## config.mk

```make
export PLATFORM = sky130hd
export DESIGN_NAME = preamble_frame_receiver_unit
export DESIGN_NICKNAME = d
export VERILOG_FILES = /design/src/sv/prfr_pkg.sv /design/src/sv/prfr_front.sv /design/src/sv/prfr_queue.sv /design/src/sv/prfr_back.sv /design/src/sv/preamble_frame_receiver_unit.sv
export VERILOG_INCLUDE_DIRS = /design/src /design/src/sv
export SDC_FILE = /design/constraint.sdc
export NUM_CORES = 1
export LEC_CHECK = 0
export BUFFER_PORTS_ARGS = -buffer_cell sky130_fd_sc_hd__clkbuf_2
export CAP_MARGIN = 30
export CELL_PAD_IN_SITES_DETAIL_PLACEMENT = 1
export CELL_PAD_IN_SITES_GLOBAL_PLACEMENT = 1
export CORE_MARGIN = 8
export CORE_UTILIZATION = 53
export CTS_BUF_LIST = sky130_fd_sc_hd__clkbuf_16
export CTS_CLUSTER_DIAMETER = 60
export CTS_CLUSTER_SIZE = 30
export DETAILED_ROUTE_END_ITERATION = 10
export PLACE_DENSITY = 0.83
export SETUP_SLACK_MARGIN = 0.5
export SLEW_MARGIN = 0
export SYNTH_ARGS = -nofsm -noshare
export SYNTH_HDL_FRONTEND = slang
export SYNTH_HIERARCHICAL = 1
export SYNTH_SLANG_ARGS = --single-unit
```

## constraint.sdc

```tcl
create_clock -name clk -period 7.15 [get_ports clk]
set_input_delay 0.3575 -clock clk [delete_from_list [all_inputs] [get_ports clk]]
set_output_delay 0.3575 -clock clk [all_outputs]
set_load 0.005 [all_outputs]
```

## src/sv/preamble_frame_receiver_unit_defines.svh

```systemverilog
// assertion macros used by the result stage module
`ifndef PREAMBLE_FRAME_RECEIVER_UNIT_DEFINES_SVH
`define PREAMBLE_FRAME_RECEIVER_UNIT_DEFINES_SVH

`ifndef SYNTH
// condition implies consequence in the same cycle
`define PRFR_ASSERT_SAME(label, clk, rst_n, ante, cons) \
    label: assert property (@(posedge clk) disable iff (!rst_n) (ante) |-> (cons)) \
        else $error("prfr assertion failed");
// condition implies consequence in the next cycle
`define PRFR_ASSERT_NEXT(label, clk, rst_n, ante, cons) \
    label: assert property (@(posedge clk) disable iff (!rst_n) (ante) |=> (cons)) \
        else $error("prfr assertion failed");
`else
`define PRFR_ASSERT_SAME(label, clk, rst_n, ante, cons)
`define PRFR_ASSERT_NEXT(label, clk, rst_n, ante, cons)
`endif

`endif

```

## src/sv/prfr_pkg.sv

```systemverilog
package prfr_pkg;

    // result event codes
    typedef enum logic [1:0] {
        EV_HDR_OK    = 2'd0,
        EV_PAYLOAD   = 2'd1,
        EV_FRAME_END = 2'd2,
        EV_HDR_ERR   = 2'd3
    } event_t;

    // configuration register indexes
    localparam logic REG_PREAMBLE_VALUE = 1'b0;
    localparam logic REG_PREAMBLE_COUNT = 1'b1;

    localparam logic [7:0]  PREAMBLE_VALUE_RST = 8'h55;
    localparam logic [3:0]  PREAMBLE_COUNT_RST = 4'd10;
    localparam logic [15:0] CRC_INIT           = 16'hFFFF;
    localparam logic [15:0] CRC_POLY           = 16'hA001;

    // classified word handed from the parser to the result stage
    typedef struct packed {
        event_t      kind;
        logic [15:0] addr;
        logic [7:0]  req;
        logic [7:0]  cmd;
        logic [7:0]  len;
        logic [15:0] data;
    } tok_t;

    typedef struct packed {
        event_t      event_res;
        logic [15:0] dev_addr;
        logic [7:0]  req_num;
        logic [7:0]  command;
        logic [7:0]  data_len;
        logic [7:0]  payload_byte;
        logic [15:0] data_crc;
        logic        data_crc_ok;
        logic        frame_last;
    } res_t;

    // reflected crc-16, one byte
    function automatic logic [15:0] crc_step(input logic [15:0] crc_in,
                                             input logic [7:0] b);
        logic [15:0] c;
        c = crc_in ^ {8'h00, b};
        for (int i = 0; i < 8; i++) begin
            if (c[0])
            begin
                c = (c >> 1) ^ CRC_POLY;
            end
            else
            begin
                c = c >> 1;
            end
        end
        return c;
    endfunction

endpackage

```

## src/sv/prfr_front.sv

```systemverilog
module prfr_front (
    input  logic             clk,
    input  logic             rst_n,
    input  logic             in_take,
    input  logic [7:0]       rx_byte,
    input  logic [7:0]       pre_value,
    input  logic [3:0]       pre_count,
    output logic             tok_valid,
    output prfr_pkg::tok_t   tok
);

    typedef enum logic [2:0] {
        PH_HUNT    = 3'd0,
        PH_FILLER  = 3'd1,
        PH_HEADER  = 3'd2,
        PH_PAYLOAD = 3'd3,
        PH_CRCLO   = 3'd4,
        PH_CRCHI   = 3'd5
    } phase_t;

    phase_t      phase_reg, phase_next;
    logic [3:0]  run_reg, run_next;
    logic [2:0]  hidx_reg, hidx_next;
    logic [15:0] addr_reg, addr_next;
    logic [7:0]  req_reg, req_next;
    logic [7:0]  cmd_reg, cmd_next;
    logic [7:0]  len_reg, len_next;
    logic [7:0]  crclo_reg, crclo_next;
    logic [15:0] hcrc_reg, hcrc_next;
    logic [7:0]  left_reg, left_next;

    logic [3:0]  need;
    logic [4:0]  run_inc;
    logic [15:0] rx_crc;

    assign need    = (pre_count == 4'd0) ? 4'd1 : pre_count;
    assign run_inc = {1'b0, run_reg} + 5'd1;
    assign rx_crc  = {rx_byte, crclo_reg};

    always_comb
    begin
        phase_next = phase_reg;
        run_next   = run_reg;
        hidx_next  = hidx_reg;
        addr_next  = addr_reg;
        req_next   = req_reg;
        cmd_next   = cmd_reg;
        len_next   = len_reg;
        crclo_next = crclo_reg;
        hcrc_next  = hcrc_reg;
        left_next  = left_reg;
        tok_valid  = 1'b0;
        tok.kind   = prfr_pkg::EV_HDR_OK;
        tok.addr   = addr_reg;
        tok.req    = req_reg;
        tok.cmd    = cmd_reg;
        tok.len    = len_reg;
        tok.data   = 16'h0000;

        if (in_take)
        begin
            unique case (phase_reg)
                PH_HUNT:
                begin
                    if (rx_byte == pre_value)
                    begin
                        if (run_inc >= {1'b0, need})
                        begin
                            run_next   = 4'd0;
                            phase_next = PH_FILLER;
                        end
                        else
                        begin
                            run_next = run_inc[3:0];
                        end
                    end
                    else
                    begin
                        run_next = 4'd0;
                    end
                end
                PH_FILLER:
                begin
                    hidx_next  = 3'd0;
                    hcrc_next  = prfr_pkg::CRC_INIT;
                    phase_next = PH_HEADER;
                end
                PH_HEADER:
                begin
                    case (hidx_reg)
                        3'd0: addr_next  = {8'h00, rx_byte};
                        3'd1: addr_next  = {rx_byte, addr_reg[7:0]};
                        3'd2: req_next   = rx_byte;
                        3'd3: cmd_next   = rx_byte;
                        3'd4: len_next   = rx_byte;
                        3'd5: crclo_next = rx_byte;
                        default: ;
                    endcase
                    if (hidx_reg <= 3'd4)
                    begin
                        hcrc_next = prfr_pkg::crc_step(hcrc_reg, rx_byte);
                    end
                    if (hidx_reg < 3'd6)
                    begin
                        hidx_next = hidx_reg + 3'd1;
                    end
                    else
                    begin
                        hidx_next = 3'd0;
                        tok_valid = 1'b1;
                        if (rx_crc != hcrc_reg)
                        begin
                            phase_next = PH_HUNT;
                            run_next   = 4'd0;
                            tok.kind   = prfr_pkg::EV_HDR_ERR;
                        end
                        else
                        begin
                            hcrc_next  = prfr_pkg::CRC_INIT;
                            left_next  = (len_reg >= 8'd2) ? len_reg - 8'd2 : 8'd0;
                            phase_next = (len_reg > 8'd2) ? PH_PAYLOAD : PH_CRCLO;
                            tok.kind   = prfr_pkg::EV_HDR_OK;
                        end
                    end
                end
                PH_PAYLOAD:
                begin
                    left_next = left_reg - 8'd1;
                    if (left_reg == 8'd1)
                    begin
                        phase_next = PH_CRCLO;
                    end
                    tok_valid = 1'b1;
                    tok.kind  = prfr_pkg::EV_PAYLOAD;
                    tok.data  = {8'h00, rx_byte};
                end
                PH_CRCLO:
                begin
                    crclo_next = rx_byte;
                    phase_next = PH_CRCHI;
                end
                PH_CRCHI:
                begin
                    phase_next = PH_HUNT;
                    run_next   = 4'd0;
                    tok_valid  = 1'b1;
                    tok.kind   = prfr_pkg::EV_FRAME_END;
                    tok.data   = rx_crc;
                end
                default:
                begin
                    phase_next = PH_HUNT;
                    run_next   = 4'd0;
                end
            endcase
        end
    end

    always_ff @(posedge clk or negedge rst_n)
    begin
        if (!rst_n)
        begin
            phase_reg <= PH_HUNT;
            run_reg   <= 4'd0;
            hidx_reg  <= 3'd0;
            addr_reg  <= 16'h0000;
            req_reg   <= 8'h00;
            cmd_reg   <= 8'h00;
            len_reg   <= 8'h00;
            crclo_reg <= 8'h00;
            hcrc_reg  <= prfr_pkg::CRC_INIT;
            left_reg  <= 8'h00;
        end
        else
        begin
            phase_reg <= phase_next;
            run_reg   <= run_next;
            hidx_reg  <= hidx_next;
            addr_reg  <= addr_next;
            req_reg   <= req_next;
            cmd_reg   <= cmd_next;
            len_reg   <= len_next;
            crclo_reg <= crclo_next;
            hcrc_reg  <= hcrc_next;
            left_reg  <= left_next;
        end
    end

endmodule

```

## src/sv/prfr_queue.sv

```systemverilog
module prfr_queue #(
    parameter int DEPTH = 4
) (
    input  logic           clk,
    input  logic           rst_n,
    input  logic           wr_en,
    input  prfr_pkg::tok_t wr_tok,
    output logic           q_full,
    output logic           q_empty,
    input  logic           rd_en,
    output prfr_pkg::tok_t rd_tok
);

    localparam int PTR_W = (DEPTH > 1) ? $clog2(DEPTH) : 1;
    localparam int CNT_W = $clog2(DEPTH + 1);

    prfr_pkg::tok_t    slot_reg [DEPTH];
    logic [PTR_W-1:0]  wptr_reg, wptr_next;
    logic [PTR_W-1:0]  rptr_reg, rptr_next;
    logic [CNT_W-1:0]  cnt_reg, cnt_next;
    logic              do_wr, do_rd;

    assign q_full  = (cnt_reg == CNT_W'(DEPTH));
    assign q_empty = (cnt_reg == '0);
    assign do_wr   = wr_en && !q_full;
    assign do_rd   = rd_en && !q_empty;
    assign rd_tok  = slot_reg[rptr_reg];

    always_comb
    begin
        wptr_next = wptr_reg;
        rptr_next = rptr_reg;
        cnt_next  = cnt_reg;
        if (do_wr)
        begin
            wptr_next = (wptr_reg == PTR_W'(DEPTH - 1)) ? '0 : wptr_reg + 1'b1;
        end
        if (do_rd)
        begin
            rptr_next = (rptr_reg == PTR_W'(DEPTH - 1)) ? '0 : rptr_reg + 1'b1;
        end
        if (do_wr && !do_rd)
        begin
            cnt_next = cnt_reg + 1'b1;
        end
        else if (do_rd && !do_wr)
        begin
            cnt_next = cnt_reg - 1'b1;
        end
    end

    always_ff @(posedge clk or negedge rst_n)
    begin
        if (!rst_n)
        begin
            wptr_reg <= '0;
            rptr_reg <= '0;
            cnt_reg  <= '0;
        end
        else
        begin
            wptr_reg <= wptr_next;
            rptr_reg <= rptr_next;
            cnt_reg  <= cnt_next;
        end
    end

    always_ff @(posedge clk)
    begin
        if (do_wr)
        begin
            slot_reg[wptr_reg] <= wr_tok;
        end
    end

endmodule

```

## src/sv/prfr_back.sv

```systemverilog
`include "preamble_frame_receiver_unit_defines.svh"

module prfr_back (
    input  logic           clk,
    input  logic           rst_n,
    input  logic           q_empty,
    input  prfr_pkg::tok_t q_tok,
    output logic           q_pop,
    input  logic           res_pop,
    output logic           res_valid,
    output prfr_pkg::res_t res
);

    logic           out_valid_reg, out_valid_next;
    prfr_pkg::res_t res_reg, res_next;
    logic [15:0]    dcrc_reg, dcrc_next;
    logic           is_end;

    assign q_pop     = !q_empty && (!out_valid_reg || res_pop);
    assign res_valid = out_valid_reg;
    assign res       = res_reg;
    assign is_end    = (q_tok.kind == prfr_pkg::EV_FRAME_END);

    always_comb
    begin
        out_valid_next = out_valid_reg;
        res_next       = res_reg;
        dcrc_next      = dcrc_reg;
        if (out_valid_reg && res_pop)
        begin
            out_valid_next = 1'b0;
        end
        if (q_pop)
        begin
            out_valid_next        = 1'b1;
            res_next.event_res    = q_tok.kind;
            res_next.dev_addr     = q_tok.addr;
            res_next.req_num      = q_tok.req;
            res_next.command      = q_tok.cmd;
            res_next.data_len     = q_tok.len;
            res_next.payload_byte = (q_tok.kind == prfr_pkg::EV_PAYLOAD) ?
                                    q_tok.data[7:0] : 8'h00;
            res_next.data_crc     = is_end ? q_tok.data : 16'h0000;
            res_next.data_crc_ok  = is_end && (q_tok.data == dcrc_reg);
            res_next.frame_last   = is_end || (q_tok.kind == prfr_pkg::EV_HDR_ERR);
            case (q_tok.kind)
                prfr_pkg::EV_HDR_OK:  dcrc_next = prfr_pkg::CRC_INIT;
                prfr_pkg::EV_PAYLOAD: dcrc_next = prfr_pkg::crc_step(dcrc_reg,
                                                                     q_tok.data[7:0]);
                default:              dcrc_next = dcrc_reg;
            endcase
        end
    end

    always_ff @(posedge clk or negedge rst_n)
    begin
        if (!rst_n)
        begin
            out_valid_reg <= 1'b0;
            dcrc_reg      <= prfr_pkg::CRC_INIT;
        end
        else
        begin
            out_valid_reg <= out_valid_next;
            dcrc_reg      <= dcrc_next;
        end
    end

    always_ff @(posedge clk)
    begin
        res_reg <= res_next;
    end

    `PRFR_ASSERT_NEXT(a_hdr_resets_crc, clk, rst_n, q_pop && (q_tok.kind == prfr_pkg::EV_HDR_OK), dcrc_reg == prfr_pkg::CRC_INIT)
    `PRFR_ASSERT_NEXT(a_pop_fills_out, clk, rst_n, q_pop, out_valid_reg)
    `PRFR_ASSERT_SAME(a_ok_only_at_end, clk, rst_n, out_valid_reg && res_reg.data_crc_ok, res_reg.event_res == prfr_pkg::EV_FRAME_END)

endmodule

```

## src/sv/preamble_frame_receiver_unit.sv

```systemverilog
// channel   | direction | handshake                  | contents
// ----------+-----------+----------------------------+------------------------------------
// input     | in        | push / full                | rx_byte, one received serial byte
// result    | out       | empty / pop                | event_res, header fields, payload
//           |           |                            | byte, data crc, crc check, last
// config    | in        | cfg_we (no wait)           | cfg_idx, cfg_data
//
// one byte is taken per cycle while full is low; a byte that yields a result
// word writes a token into the token queue; the result register then takes it
// the parser and the result register are split by a small token queue, so a
// held result word stalls only once that queue fills (full goes high)
// reset is asynchronous and active low; it empties the token queue and the result
// register, restarts the preamble hunt and restores the preamble registers to 0x55 and 10
module preamble_frame_receiver_unit #(
    parameter int QUEUE_DEPTH = 4
) (
    input  logic        clk,
    input  logic        rst_n,
    // input side
    input  logic        push,
    output logic        full,
    input  logic [7:0]  rx_byte,
    // result side
    output logic        empty,
    input  logic        pop,
    output logic [1:0]  event_res,
    output logic [15:0] dev_addr,
    output logic [7:0]  req_num,
    output logic [7:0]  command,
    output logic [7:0]  data_len,
    output logic [7:0]  payload_byte,
    output logic [15:0] data_crc,
    output logic        data_crc_ok,
    output logic        frame_last,
    // register writes
    input  logic        cfg_we,
    input  logic        cfg_idx,
    input  logic [7:0]  cfg_data
);

    logic [7:0]     pre_value_reg;
    logic [3:0]     pre_count_reg;

    logic           in_take;
    logic           tok_valid;
    prfr_pkg::tok_t tok_wr;
    prfr_pkg::tok_t tok_rd;
    logic           q_full, q_empty, q_pop;
    logic           res_valid;
    prfr_pkg::res_t res;

    // byte is taken only while the token queue has room
    assign full    = q_full;
    assign in_take = push && !q_full;

    // preamble registers
    always_ff @(posedge clk or negedge rst_n)
    begin
        if (!rst_n)
        begin
            pre_value_reg <= prfr_pkg::PREAMBLE_VALUE_RST;
            pre_count_reg <= prfr_pkg::PREAMBLE_COUNT_RST;
        end
        else if (cfg_we)
        begin
            unique case (cfg_idx)
                prfr_pkg::REG_PREAMBLE_VALUE: pre_value_reg <= cfg_data;
                prfr_pkg::REG_PREAMBLE_COUNT: pre_count_reg <= cfg_data[3:0];
                default: ;
            endcase
        end
    end

    // parser: preamble hunt, header collect and header crc check, then payload and data crc bytes
    prfr_front u_front (
        .clk       (clk),
        .rst_n     (rst_n),
        .in_take   (in_take),
        .rx_byte   (rx_byte),
        .pre_value (pre_value_reg),
        .pre_count (pre_count_reg),
        .tok_valid (tok_valid),
        .tok       (tok_wr)
    );

    // tokens waiting for the result stage
    prfr_queue #(
        .DEPTH (QUEUE_DEPTH)
    ) u_queue (
        .clk     (clk),
        .rst_n   (rst_n),
        .wr_en   (tok_valid),
        .wr_tok  (tok_wr),
        .q_full  (q_full),
        .q_empty (q_empty),
        .rd_en   (q_pop),
        .rd_tok  (tok_rd)
    );

    // result stage: payload crc and the output word register
    prfr_back u_back (
        .clk       (clk),
        .rst_n     (rst_n),
        .q_empty   (q_empty),
        .q_tok     (tok_rd),
        .q_pop     (q_pop),
        .res_pop   (pop),
        .res_valid (res_valid),
        .res       (res)
    );

    assign empty        = !res_valid;
    assign event_res    = res.event_res;
    assign dev_addr     = res.dev_addr;
    assign req_num      = res.req_num;
    assign command      = res.command;
    assign data_len     = res.data_len;
    assign payload_byte = res.payload_byte;
    assign data_crc     = res.data_crc;
    assign data_crc_ok  = res.data_crc_ok;
    assign frame_last   = res.frame_last;

endmodule

```

# After elaboration in Yosys (flattened, before gate mapping)
# Memories as Yosys holds them, arrays and structs flattened.
# Cells that the tools add are included.
# totals
regBits	186
mem_bits_rw	232
out_inout_bits	70
elab_cells	226
memories	1
# mem_list
memory	depth	width	read_ports	rd_clocked_by_memory_dff	write_ports	line_no	rtl
u_queue.slot_reg	4	58	1	0	1	prfr_queue.sv:17	prfr_pkg::tok_t slot_reg [DEPTH];
# op_classes
addsub	8
magnitude_cmp	5
n_eq_ne	27
n_mux	95
bitwise_logic	21
reduce_logical	42
# ops
cell	count
two-way mux 16 bit	55
one-hot mux 16 bit (2 select lines)	4
inverter 2 -> 3 bit	16
two-way mux 8 bit	4
one-hot mux 8 bit (2 select lines)	2
XOR 16 x 8 -> 16 bit	2
two-way mux 3 bit	9
two-way mux 4 bit	5
== test 16 bit	1
!= test 16 bit	1
== test 3 bit, second input constant	5
one-hot mux 3 bit (5 select lines)	1
AND reduction 3 bit	5
nonzero test 2 bit	7
== test 3 x 2 -> 1 bit, second input constant	4
one-hot mux 4 bit (3 select lines)	1
AND reduction 4 bit	3
two-way mux 2 bit	5
logical NOT 3 bit	3
== test 2 bit, second input constant	4
== test 8 x 1 -> 1 bit, second input constant	1
== test 8 bit	1
greater-or-equal comparator 8 x 2 -> 1 bit, second input constant	1
greater-than comparator 8 x 2 -> 1 bit, second input constant	1
27 further kinds	57

# Depth between registers and ports, before layout
# Gate-level depths: netlist (run 1).
# depth
ltp_word	42
depth_mapped	13
depth_no_buf	10

# By module
# The synthesis (run 1) kept the hierarchy.
# by_module_without_submodules
module	instances	cells_each	area_each_um2
prfr_queue	1	341	8797.2
prfr_front	1	454	4803.4
prfr_back	1	190	3319.4
preamble_frame_receiver_unit	1	29	511.7

# Worst setup path after synthesis (run 1)
# No wires, ideal clock.
# synth_path
kind	reg-to-reg
startpoint	reg u_queue.cnt_reg[0]
endpoint	reg u_queue.cnt_reg[1]
setup_ns	0.125
t_arrival_ns	4.997
t_required_ns	7.025
setup_slack_ns	2.028
path_stages_with_launch	8
n_path_buf	0
path_cell_list	dfrtp_1 -> nor3_1 -> nor2_1 -> o31ai_2 -> ha_1 -> inv_1 -> fa_1 -> mux2_2
# synth_lines
element	line_no	rtl
start, declared	prfr_queue.sv:20	logic [CNT_W-1:0] cnt_reg, cnt_next;
start signal, assigned	prfr_queue.sv:64	cnt_reg <= cnt_next;
logical NOT 3 bit	prfr_queue.sv:24	assign q_empty = (cnt_reg == '0);
net q_empty	preamble_frame_receiver_unit.sv:48	logic q_full, q_empty, q_pop;
logical NOT 1 bit	prfr_back.sv:19	assign q_pop = !q_empty && (!out_valid_reg || res_pop);
logical AND 1 bit	prfr_back.sv:19	
net q_pop	preamble_frame_receiver_unit.sv:48	
logical AND 1 bit	prfr_queue.sv:26	assign do_rd = rd_en && !q_empty;
logical NOT 1 bit	prfr_queue.sv:42	if (do_wr && !do_rd)
logical AND 1 bit	prfr_queue.sv:42	
two-way mux 3 bit	prfr_queue.sv:42	
net u_queue.cnt_next[1]	prfr_queue.sv:20	
# The timed path passes the listed nets, and every way through them passes these cells. The select of a mux whose other input is x is not followed.
# A chain may end at the register's enable or synchronous reset.

==> results.sh, run 1 <==
export IMPL_run_status="completed"
export IMPL_slew_viol_final=0
export IMPL_finalSetupViolCount=0
export IMPL_rsz0062_at_grt="false"
export IMPL_grt_pass1_wl_um=59200
export IMPL_drc_errors=0
export IMPL_dp_slack_ns=3.54
export IMPL_grt_max_degree=70
export IMPL_place_area_um2=18300
export IMPL_start_util_pct=53.7
export IMPL_tns_ns=0
export IMPL_power_density_nw_per_um2=343
export IMPL_num_rows=66
export IMPL_fin_crit_sh_pct=51.6
export IMPL_worst_setup_path_type="reg -> reg"
export IMPL_core_um2=32500
export IMPL_clock_latency_ns=0.58
export IMPL_gp_congestion=0.849
export IMPL_relSlewSlack_pct=34.2
export IMPL_cp_start_kind="flop"
export IMPL_synth_common_cells="edfxtp_1 (300), dfrtp_1 (80), mux4_2 (58), nand2_1 (58), xnor2_1 (55)"
export IMPL_worstPathArrival_ns=4.19
export IMPL_avgViaCountPerCell=5.75
export IMPL_vias=9012
export IMPL_synth_flop_cell="edfxtp_1"
export IMPL_critPathMaxFanout=37
export IMPL_routedWlPerCell_um=24.5
export IMPL_cts_tree="yes"
export IMPL_synth_fp_nets=1059
export IMPL_overflow=0
export IMPL_antenna_found_initial=1
export IMPL_ys_seq_area_share_pct=68.9
export IMPL_worstPathBufferInverterCount=1
export IMPL_timing_fmax_mhz=271
export IMPL_die_area_um2=38900
export IMPL_synth_edff_count=300
export IMPL_cts_buffers=29
export IMPL_final_area_um2=19300
export IMPL_avgSynthCellArea_um2=17.2
export IMPL_cp_num_cells=8
export IMPL_layout_setup_ws_ns=3.46
export IMPL_post_cts_resized=0
export IMPL_fin_nets=1149
export IMPL_clk_pin_slew_ns=0.09
export IMPL_largest_reg_flops=232
export IMPL_worstPathRequired_ns=7.65
export IMPL_ys_top_cells_by_area="edfxtp_1 (52%), dfrtp_1 (11%), mux4_2 (7.5%)"
export IMPL_p_leak_nw=7.00
export IMPL_crit_path_start="u_queue/rptr_reg[1]"
export IMPL_cts_sinks=418
export IMPL_cp_end_kind="flop"
export IMPL_async_flop_share_pct=28.2
export IMPL_synthMostInstantiatedCell="edfxtp_1"
export IMPL_path_cells="buf_4, mux4_2, xnor2_1, ha_1, xnor3_1, xnor2_1, xnor3_1, a31oi_1"
export IMPL_synth_cell_type_count=73
export IMPL_synth_seq_cells=418
export IMPL_grt_pass1_vias=9931
export IMPL_hold_path_class="in -> reg"
export IMPL_grt_use_total_pct=19.9
export IMPL_utilization_pct=59.6
export IMPL_ir_drop_v=0.000317
export IMPL_pin_count=92
export IMPL_synth_top_area_share_pct=51.7
export IMPL_drt_iter0_markers=669
export IMPL_path_delay_family="XOR/XNOR gates"
export IMPL_tightest_slew_ns=0.983
export IMPL_htree_levels=1
export IMPL_crit_end="u_back/dcrc_reg[15]"
export IMPL_r2r_slack_ns=3.46
export IMPL_r2r_start="u_queue/rptr_reg[1]"
export IMPL_regToRegEndpoint="u_back/dcrc_reg[15]"
export IMPL_syn_inst=1014
export IMPL_firstDrtPassIters=5
export IMPL_place_port_buffers=91
export IMPL_area_growth_pct=10.9
export IMPL_diodes=0
export IMPL_rr_worst_depth=8
export IMPL_synth_largest_area_cell="edfxtp_1"
export IMPL_cts_path_max_buffers=3
export IMPL_synth_area_um2=17400
export IMPL_die_height_um=197
export IMPL_die_w_um=197
export IMPL_drt_wl_total_um=38300
export IMPL_cap_violations=0
export IMPL_cts_root_buf="clkbuf_16"
export IMPL_slowest_stage="dfrtp_2"
export IMPL_slowest_delay_ns=0.79
export IMPL_hold_viol=0
export IMPL_layout_min_cycle_time_ns=3.69
export IMPL_drive_gt1_share_pct=31.2
export IMPL_place_hpwl_um=24800
export IMPL_postRouteAntennaNets=0
export IMPL_skew_ns=0.0239
export IMPL_ys_warn_count=6
==> worst register-to-register path, cell delays in order, from the launching register on <==
cell and delay (ns):
dfrtp_2 0.79, buf_4 0.60, mux4_2 0.46, xnor2_1 0.31
ha_1 0.34, xnor3_1 0.47, xnor2_1 0.22, xnor3_1 0.26
a31oi_1 0.19
==> cell families (layout without fill, tap and decap cells) <==
family	after synthesis	after routing	synth area share, %
AOI/OAI and AO/OA	109	109	4.41
muxes	114	114	11.5
adders and majority gates	23	23	1.69
xor gates and xnor gates	83	83	5.24
buffers and inverters	72	184	2.05
and+or+nand+nor	195	195	6.22
DFF	418	418	68.9
==> per-layer routing <==
| metal | part of all wire [%] | up-vias | GRT usage [%] |
|---|---|---|---|
| met5 | 0.021 | - | 0 |
| met4 | 2.4 | 2 | 5.18 |
| met3 | 5.0 | 62 | 3.39 |
| met2 | 52 | 234 | 35.6 |
| met1 | 41 | 4723 | 24.7 |
| li1 | - | 3991 | - |
==> area by class of cell <==
cell class	count	area (um2)
multi-input combinational	524	5080
inverter	26	97.6
sequential	418	12000
timing repair buffer	105	591
clock buffer	29	726
tap	442	553
fill	2934	13100
clock inverter	24	278
==> cell usage in the layout, fill, tap and decap left out, drive strengths merged, types with 3 or more instances in the layout <==
cell type,count
edfxtp,300
clkbuf,120
dfrtp,80
xnor2,65
nand2,59
mux4,58
mux2,56
dfstp,38
and2,37
inv,37
nor2,34
o21ai,33
ha,22
a21oi,16
nand3,13
a31oi,12
xor2,12
buf,11
nand4,11
clkinv,11
nor3,10
a22o,8
o22a,8
nor2b,7
o211ai,6
and3,5
xnor3,5
a21o,4
nor3b,4
dlygate4sd3,3
nand2b,3
a22oi,3
nor4,3
a31o,3
or2,3
==> power breakdown <==
group	leakage, nW	internal (W)	switching [W]	total [W]
clock	0.494	0.000831	0.000896	0.00173
combinational	2.42	0.000821	0.000823	0.00164
sequential	4.09	0.00296	0.000305	0.00327
total	7.00	0.00461	0.00202	0.00664
==> what timing repair did <==
| item | in CTS | in global routing |
|---|---|---|
| buffers inserted | 0 | 0 |
| endpoints found under the hold margin | 52 | 0 |
| hold buffers | 3 | 0 |
| setup endpoints to repair | 0 | 0 |
==> metrics by stage <==
| step | hold WS, ns | std cells | power (W) |
|---|---|---|---|
| after floorplan | 0.0619 | 1014 | 0.00449 |
| after global placement | 0.482 | 1510 | 0.00486 |
| after detailed placement | 0.496 | 1510 | 0.00496 |
| after CTS | 0.00668 | 1566 | 0.00671 |
| after global routing | 0.0159 | 1568 | 0.00691 |
| final | 0.0306 | 1568 | 0.00664 |
==> worst min-delay path by stage <==
stage                              startpoint                 end  slack, ns  depth (start not counted)
after floorplan                         rst_n    pre_count_reg[0]       0.06                          0
after global placement    u_back/dcrc_reg[12]  u_back/dcrc_reg[4]       0.48                          2
after detailed placement  u_back/dcrc_reg[12]  u_back/dcrc_reg[4]       0.50                          2
after CTS                         cfg_data[5]    pre_value_reg[5]      0.007                          2
after global routing              cfg_data[5]    pre_value_reg[5]       0.02                          2
final                             cfg_data[5]    pre_value_reg[5]       0.03                          2
(Power assumes the default switching activity.)
==> inputs of run 2 (changes only) <==
==> constraint.sdc (replaced) <==
create_clock -name clk -period 3.44 [get_ports clk]
set_input_delay 0.172 -clock clk [delete_from_list [all_inputs] [get_ports clk]]
set_output_delay 0.172 -clock clk [all_outputs]
set_load 0.005 [all_outputs]
==> results.sh, run 2 (synthesized netlist as in run 1, its figures left out) <==
export IMPL_worstPathArrival_ns=3.31
export IMPL_postRouteAntennaNets=0
export IMPL_final_cells=1595
export IMPL_met2RoutedLength_um=20600
export IMPL_finalSetupViolCount=0
export IMPL_run_status="completed"
export IMPL_cts_tree="yes"
export IMPL_cts_path_max_buffers=3
export IMPL_drt_iter0_markers=712
export IMPL_ir_drop_v=0.000486
export IMPL_wl_met1_um=16700
export IMPL_largest_reg_flops=232
export IMPL_place_area_um2=18400
export IMPL_antenna_found_initial=1
export IMPL_vias=9267
export IMPL_drc_errors=0
export IMPL_layout_min_cycle_time_ns=2.86
export IMPL_clock_latency_ns=0.53
export IMPL_core_um2=32500
export IMPL_cts_root_buf="clkbuf_16"
export IMPL_grt_use_total_pct=20.6
export IMPL_clk_pin_slew_ns=0.09
export IMPL_routedWlPerCell_um=25.1
export IMPL_mostFrequentLayoutCell="edfxtp_1"
export IMPL_pwr_share_seq_pct=45.9
export IMPL_skew_ns=0.0256
export IMPL_cts_buffers=34
export IMPL_tns_ns=0
export IMPL_place_port_buffers=91
export IMPL_tightest_slew_ns=0.947
export IMPL_fin_crit_sh_pct=83.2
export IMPL_cap_violations=0
export IMPL_die_area_um2=38900
export IMPL_hold_path_class="in -> reg"
export IMPL_fin_nets=1173
export IMPL_die_w_um=197
export IMPL_die_height_um=197
export IMPL_top_layer_used="met4"
export IMPL_worst_setup_path_type="reg -> reg"
export IMPL_p_leak_nw=7.21
export IMPL_slew_viol_final=0
export IMPL_grt_max_degree=70
export IMPL_rsz0062_at_grt="true"
export IMPL_pwr_share_comb_pct=25.9
export IMPL_grt_pass1_vias=10150
export IMPL_pin_count=92
export IMPL_switching_share_pct=30.8
export IMPL_wl_met3_um=1820
export IMPL_place_hpwl_um=25100
export IMPL_timing_fmax_mhz=350
export IMPL_cp_end_kind="flop"
export IMPL_overflow=0
export IMPL_layout_setup_ws_ns=0.579
export IMPL_firstDrtPassIters=5
export IMPL_p_total_w=0.0145
export IMPL_diodes=0
export IMPL_final_area_um2=19800
export IMPL_area_growth_pct=13.5
export IMPL_hold_viol=0
export IMPL_avgViaCountPerCell=5.81
export IMPL_netSwitchingPower_w=0.00446
export IMPL_critPathMaxFanout=7
export IMPL_p_int_w=0.0100
export IMPL_power_density_nw_per_um2=732
export IMPL_gp_congestion=0.815
export IMPL_worstPathRequired_ns=3.89
export IMPL_cp_start_kind="flop"
export IMPL_num_rows=66
export IMPL_clkPwrFrac_pct=28.2
export IMPL_grt_pass1_wl_um=61300
export IMPL_dpl_cell_count=1519
export IMPL_relSlewSlack_pct=36.9
export IMPL_start_util_pct=53.7
export IMPL_dp_slack_ns=0.462
export IMPL_layout_common_cells="edfxtp_1 (300), clkbuf_2 (90), dfrtp_1 (78), nand2_1 (58), mux4_2 (58)"
export IMPL_drt_wl_total_um=40100
export IMPL_drive_gt1_share_pct=32.8
export IMPL_cts_sinks=418
export IMPL_htree_levels=2
export IMPL_fillerInstances=2876
[run 2: cell count changes in the layout (fill, tap and decap cells not counted), sizes merged]
cell,delta
buf,+13
dlygate4sd3,+7
inv,+7
clkbuf,+6
clkinv,-5
bufinv,-1
[run 2: repair_timing]
| action | 4_1_cts | 5_1_grt |
|---|---|---|
| setup buffers | 0 | 4 |
| setup endpoints to repair | 2 | 9 |
| hold buffers | 9 | 1 |
| endpoints found under the hold margin | 57 | 3 |
| resized for setup | 2 | 7 |
[run 2: final timing paths]
path	startpoint	end	slack [ns]	depth (start not counted)
min in group asynchronous	rst_n	u_front/addr_reg[2]	0.52	3
max in group asynchronous	rst_n	u_front/hcrc_reg[12]	1.96	5
min	cfg_idx	pre_value_reg[7]	0.08	3
max	u_queue/rptr_reg[0]	u_back/dcrc_reg[0]	0.58	7
min reg2reg	u_front/hcrc_reg[13]	u_front/hcrc_reg[13]	0.52	2
max reg2reg	u_queue/rptr_reg[0]	u_back/dcrc_reg[0]	0.58	7
[run 2: critical path: stages (launching register included)]
cell,delay [ns]
dfrtp_4,0.49
mux4_2,0.58
xnor2_2,0.18
ha_1,0.34
xnor3_1,0.50
xnor3_1,0.26
xnor3_1,0.23
a31oi_1,0.20
[run 2: area by class of cell]
class                   count  area (um2)  area share [%]
clock buffers              36         901            4.55
flip-flops and latches    418       12000            60.8
multi-input cells         524        5100            25.8
repair buffers            124         821            4.15
clock inverters            25         284            1.44
well taps                 442         553            2.80
inverters                  26        97.6           0.493
[run 2: layer usage]
layer	global-route usage, %	vias to the layer above
met1	26.1	4889
met5	0	-
li1	-	4053
met4	6.02	0
met3	3.30	61
met2	36.1	264
[run 2: power by group through the flow]
stage / Combinational, W / Clock, W / Sequential [W]
after floorplan: 0.00275 / 0 / 0.00656
after global placement: 0.00348 / 0 / 0.00670
after detailed placement: 0.00362 / 0 / 0.00675
after CTS: 0.00372 / 0.00416 / 0.00666
after global routing: 0.00402 / 0.00430 / 0.00672
final: 0.00375 / 0.00408 / 0.00665
[run 2: stage by stage]
| stage | util, % | hold WS, ns |
|---|---|---|
| floorplan | - | -0.124 |
| global placement | 56.7 | 0.364 |
| detailed placement | 56.7 | 0.398 |
| CTS | 60.6 | 0.0557 |
| global route | 60.9 | 0.0844 |
| finish | 60.9 | 0.0849 |
